===== config.mk =====
export PLATFORM = sky130hd
export DESIGN_NAME = prtpb_ctrl
export DESIGN_NICKNAME = d
export VERILOG_FILES = /design/src/hw/rtl/prtpb_pkg.sv /design/src/hw/rtl/prtpb_ctrl.sv
export SDC_FILE = /design/constraint.sdc
export NUM_CORES = 1
export LEC_CHECK = 0
export BUFFER_PORTS_ARGS = -buffer_cell sky130_fd_sc_hd__clkbuf_2
export CAP_MARGIN = 20
export CORE_AREA = 10 10 47 49
export DETAILED_ROUTE_END_ITERATION = 8
export DIE_AREA = 0 0 57 59
export GPL_TIMING_DRIVEN = 0
export PLACE_DENSITY = 0.58
export SYNTH_ARGS = -nofsm -noshare
export SYNTH_HDL_FRONTEND = slang
export SYNTH_SLANG_ARGS = --single-unit

===== constraint.sdc =====
create_clock -name clk -period 3.1 [get_ports clk]
set_clock_uncertainty 0.1 [all_clocks]
set_input_delay 0.62 -clock clk [delete_from_list [all_inputs] [get_ports clk]]
set_output_delay 0.62 -clock clk [all_outputs]
set_load 0.03 [all_outputs]

===== src/hw/rtl/prtpb_pkg.sv =====
// shared types and constants for the parent route table path builder
// depends on nothing; imported by the controller, datapath and top level
package prtpb_pkg;

  // operation codes of an input item
  localparam logic [2:0] OP_ADD    = 3'd0;
  localparam logic [2:0] OP_LOOKUP = 3'd1;
  localparam logic [2:0] OP_PATH   = 3'd2;
  localparam logic [2:0] OP_AGE    = 3'd3;
  localparam logic [2:0] OP_ORPHAN = 3'd4;
  localparam logic [2:0] OP_TICK   = 3'd5;

  // outcome codes of a result item
  localparam logic [2:0] OC_DONE      = 3'd0;
  localparam logic [2:0] OC_INSERTED  = 3'd1;
  localparam logic [2:0] OC_CHANGED   = 3'd2;
  localparam logic [2:0] OC_UNCHANGED = 3'd3;
  localparam logic [2:0] OC_FULL      = 3'd4;
  localparam logic [2:0] OC_MISSING   = 3'd5;
  localparam logic [2:0] OC_TOO_LONG  = 3'd6;

  // configuration register indexes
  localparam logic [1:0] CFG_ROOT   = 2'd0;
  localparam logic [1:0] CFG_PERIOD = 2'd1;
  localparam logic [1:0] CFG_NURSE  = 2'd2;

  typedef enum logic [3:0] {
    ST_IDLE,
    ST_SCAN,     // walk table entries one per cycle, pausing for orphan inner searches
    ST_DECIDE,   // act on a finished scan
    ST_ORPH_IN,  // orphan pass: inner search for parent
    ST_EMIT,     // send result items
    ST_WAIT      // wait for final transfer
  } state_t;

  // command from controller to datapath
  typedef struct packed {
    logic start;      // latch input item, reset scan index
    logic scan_step;  // advance scan index
    logic inner_start;
    logic inner_step;
    logic apply;      // perform the decision for current op
    logic path_next;  // follow parent link
    logic orph_kill;  // remove current orphan entry
    logic orph_keep;  // advance outer index
    logic pass_restart;
    logic emit_load;  // load output register
    logic emit_step;
  } cmd_t;

  // status from datapath to controller
  typedef struct packed {
    logic [2:0] op;
    logic scan_done;
    logic scan_hit;
    logic inner_done;
    logic inner_hit;
    logic path_at_root;
    logic path_fail;
    logic outer_done;
    logic outer_skip;
    logic pass_changed;
    logic emit_last;
    logic out_free;
  } stat_t;

endpackage


===== src/hw/rtl/prtpb_ctrl.sv =====
// controller state machine for the parent route table path builder
// depends on prtpb_pkg for state, command and status types
module prtpb_ctrl (
  input  logic            clk,
  input  logic            rst_n,
  input  logic            in_fire,
  input  prtpb_pkg::stat_t st,
  output prtpb_pkg::cmd_t  cmd,
  output logic            busy
);
  import prtpb_pkg::*;

  state_t state_r, state_nxt;

  // state register
  always_ff @(posedge clk) begin
    if (!rst_n) state_r <= ST_IDLE;
    else        state_r <= state_nxt;
  end

  assign busy = (state_r != ST_IDLE);

  // next state and commands
  always_comb begin
    state_nxt = state_r;
    cmd = '0;
    unique case (state_r)
      ST_IDLE: begin
        if (in_fire) begin
          cmd.start = 1'b1;
          state_nxt = ST_SCAN;
        end
      end
      ST_SCAN: begin
        if (st.op == OP_ORPHAN) begin
          if (st.outer_done) begin
            if (st.pass_changed) cmd.pass_restart = 1'b1;
            else state_nxt = ST_DECIDE;
          end else if (st.outer_skip) begin
            cmd.orph_keep = 1'b1;
          end else begin
            cmd.inner_start = 1'b1;
            state_nxt = ST_ORPH_IN;
          end
        end else if (st.op == OP_PATH) begin
          if (st.path_at_root || st.path_fail) state_nxt = ST_DECIDE;
          else if (st.scan_done || st.scan_hit) begin
            cmd.path_next = 1'b1;
          end else cmd.scan_step = 1'b1;
        end else if (st.op == OP_AGE) begin
          if (st.scan_done) state_nxt = ST_DECIDE;
          else cmd.scan_step = 1'b1;
        end else if (st.op == OP_ADD || st.op == OP_LOOKUP) begin
          if (st.scan_done || st.scan_hit) state_nxt = ST_DECIDE;
          else cmd.scan_step = 1'b1;
        end else begin
          state_nxt = ST_DECIDE;
        end
      end
      ST_ORPH_IN: begin
        if (st.inner_hit) begin
          cmd.orph_keep = 1'b1;
          state_nxt = ST_SCAN;
        end else if (st.inner_done) begin
          cmd.orph_kill = 1'b1;
          state_nxt = ST_SCAN;
        end else cmd.inner_step = 1'b1;
      end
      ST_DECIDE: begin
        cmd.apply = 1'b1;
        state_nxt = ST_EMIT;
      end
      ST_EMIT: begin
        if (st.out_free) begin
          cmd.emit_load = 1'b1;
          if (st.emit_last) state_nxt = ST_WAIT;
          else cmd.emit_step = 1'b1;
        end
      end
      ST_WAIT: begin
        if (st.out_free) state_nxt = ST_IDLE;
      end
      default: state_nxt = ST_IDLE;
    endcase
  end
endmodule


==> flow_metrics.env <==
export IMPL_clkTransAtPathRegs_ns=0.04
export IMPL_ys_ff_latch=3
export IMPL_ff2ff_path_depth=5
export IMPL_synth_xor_xnor_area_share_pct=2.29
export IMPL_syn_area_um2=383
export IMPL_ys_seq_area_share_pct=15.7
export IMPL_grt_max_degree=11
export IMPL_postSynth_asyncResetShare_pct=0
export IMPL_synth_most_common_cell="nor2_1"
export IMPL_routed_via_density=4.92
export IMPL_grt_pass1_vias=489
export IMPL_post_route_period_util_pct=78.8
export IMPL_gr_total_overflow=0
export IMPL_yosys_warnings=0
export IMPL_ios=29
export IMPL_avgSynthCellArea_um2=7.22
export IMPL_cp_slowest_cell="nor4b_1"
export IMPL_syn_nets=70
export IMPL_slew_headroom_pct=74.7
export IMPL_worstMarginPinSlew_ns=0.375
export IMPL_total_power_w=0.000284
export IMPL_cts_resized=0
export IMPL_finalSetupTns_ns=0
export IMPL_synth_adder_area_share_pct=0
export IMPL_htreeDepth=1
export IMPL_worstSkewPairLatency_ns=0.23
export IMPL_vias=497
export IMPL_r2r_start="state_r[0]"
export IMPL_placed_area_um2=543
export IMPL_die_width_um=57
export IMPL_reg2reg_to="state_r[1]"
export IMPL_routabilityCongestion=0.695
export IMPL_dieHeight_um=59
export IMPL_slew_violations=0
export IMPL_core_um2=1400
export IMPL_setup_violations=0
export IMPL_hold_violations=0
export IMPL_power_leakage_nw=0.273
export IMPL_stdcell_area_um2=569
export IMPL_synth_edf_count=0
export IMPL_ant_nets=0
export IMPL_drt_iter0_drc=4
export IMPL_cp_startpoint="st[11]"
export IMPL_crit_family="simple AND/OR/NAND/NOR gates"
export IMPL_critPathKind="in2out"
export IMPL_path_max_fanout=5
export IMPL_slowest_delay_ns=0.36
export IMPL_start_kind="input pin"
export IMPL_cts_buffers_inserted=3
export IMPL_min_period_ns=2.44
export IMPL_regMostFlops="state_r"
export IMPL_drc_errors=0
export IMPL_hp_start="rst_n"
export IMPL_rsz0062_at_grt="false"
export IMPL_start_util_pct=27.3
export IMPL_io_buffers=28
export IMPL_drt_first_pass_iters=2
export IMPL_yosys_mux_area_fraction_pct=5.23
export IMPL_grt_util_all_layers_pct=6.96
export IMPL_clockBufferDepth=2
export IMPL_yosysTopAreaCellShare_pct=15.7
export IMPL_hold_buffers=0
export IMPL_tritoncts="done"
export IMPL_cp_common_cell="clkbuf_2"
export IMPL_synth_area_leader_cell="dfxtp_1"
export IMPL_drt_total_wl_um=1180
export IMPL_grt_pass1_wl_um=2010
export IMPL_max_freq_mhz=409
export IMPL_cp_num_buf_inv=2
export IMPL_hold_path_class="in2reg"
export IMPL_ir_worst_vdd_mv=0.147
export IMPL_yosys_top_cells_area="dfxtp_1, nor3b_1, a32o_1"
export IMPL_largest_register_ff_count=3
export IMPL_rrSetupSlack_ns=1.45
export IMPL_yosys_area_share_simple_pct=50.0
export IMPL_dieArea_um2=3360
export IMPL_hold_path_depth=2
export IMPL_root_buffer="clkbuf_4"
export IMPL_crit_arrival_ns=1.72
export IMPL_cp_end_kind="output pin"
export IMPL_antenna_found_initial=0
export IMPL_synthTopCellsByCount="nor2_1, nor3_1, nor3b_1, o21ai_0"
export IMPL_cts_sinks=3
export IMPL_cts_setup_buffers=0
export IMPL_yosys_most_used_dff="dfxtp_1"
export IMPL_final_layout_size_suffix_gt1_share_pct=42.4
export IMPL_avgRoutedWirePerCell_um=11.6
export IMPL_holdPathEnd="state_r[2]"
export IMPL_required_ns=2.38
export IMPL_syn_inst=53
export IMPL_synth_top_family_by_area="simple AND/OR/NAND/NOR gates"
export IMPL_ys_types=29
export IMPL_status="finished clean"
export IMPL_synth_compound_area_share_pct=19.6
export IMPL_largestRegisters="state_r x3"
export IMPL_area_delta_synth_final_pct=48.7
export IMPL_fin_nets=103
export IMPL_drv_cap=0
export IMPL_dp_hpwl_um=1010
export IMPL_antennaDiodeCount=0
export IMPL_path_cells="clkbuf_2 > nor4b_1 > nand3b_1 > nor2_1 > a32o_1 > clkbuf_2"
export IMPL_rows=14
export IMPL_power_density_nw_per_um2=498
cell usage in the layout (no fill, tap or decap), drive strengths merged, types with 2 or more instances in the layout:
| master | n |
|---|---|
| dfxtp | 3 |
| inv | 2 |
| nor3b | 4 |
| a21oi | 3 |
| mux2i | 2 |
| buf | 2 |
| nor2 | 5 |
| o21ai | 4 |
| clkbuf | 33 |
| nand2b | 2 |
| nor4 | 2 |
| nor4b | 2 |
| a32o | 2 |
| nor3 | 4 |
| nand2 | 3 |
how the worst max path moves through the flow:
stage	to	slack, ns	depth (start not counted)
floorplan	cmd[9]	0.45	4
global placement	cmd[3]	0.69	6
detailed placement	cmd[3]	0.65	6
CTS	cmd[3]	0.64	6
global route	cmd[3]	0.54	6
finish	cmd[3]	0.66	6
area by class of cell:
class,count,area [um2]
buffer,3,20.0
clock buffer,4,26.3
fill,173,832
inverter,2,7.51
multi-input combinational,45,295
sequential,3,60.1
tap,16,20.0
timing repair buffer,28,140
layer usage:
metal,global-route usage (%),vias up,wire length (um)
li1,-,264,-
met4,3.02,0,0
met2,9.46,21,481
met3,4.51,0,152
met1,8.32,212,542
met5,0,-,0
where the power goes:
group          switching (W)   total, W  leakage (nW)  internal [W]
logic              0.0000976   0.000164         0.233     0.0000664
registers         0.00000466  0.0000524        0.0247     0.0000477
clock network      0.0000191  0.0000672        0.0150     0.0000482
total               0.000121   0.000284         0.273      0.000162
logic make-up after synthesis:
group	after synthesis
compound gates	12
xor+xnor	1
buf+inv	5
flops	3
mux	2
simple gates	30
worst reg2reg max path, delay by kind of cell, from the launching register on:
kind	cells	cell delay (ns)
DFF	1	0.31
buffers and inverters	1	0.12
AOI/OAI and AO/OA	1	0.25
and+or+nand+nor	3	0.76
metrics by stage:
stage | hold WS, ns | std cells | worst slack (ns) | utilization (%)
global placement | 0.606 | 97 | 0.693 | 38.8
global route | 0.547 | 101 | 0.545 | 40.6
CTS | 0.532 | 101 | 0.643 | 40.6
finish | 0.543 | 101 | 0.657 | 40.6
floorplan | 0.533 | 53 | 0.452 | -
detailed placement | 0.601 | 97 | 0.645 | 38.8
Note: power is estimated with default switching activity, not from simulation.
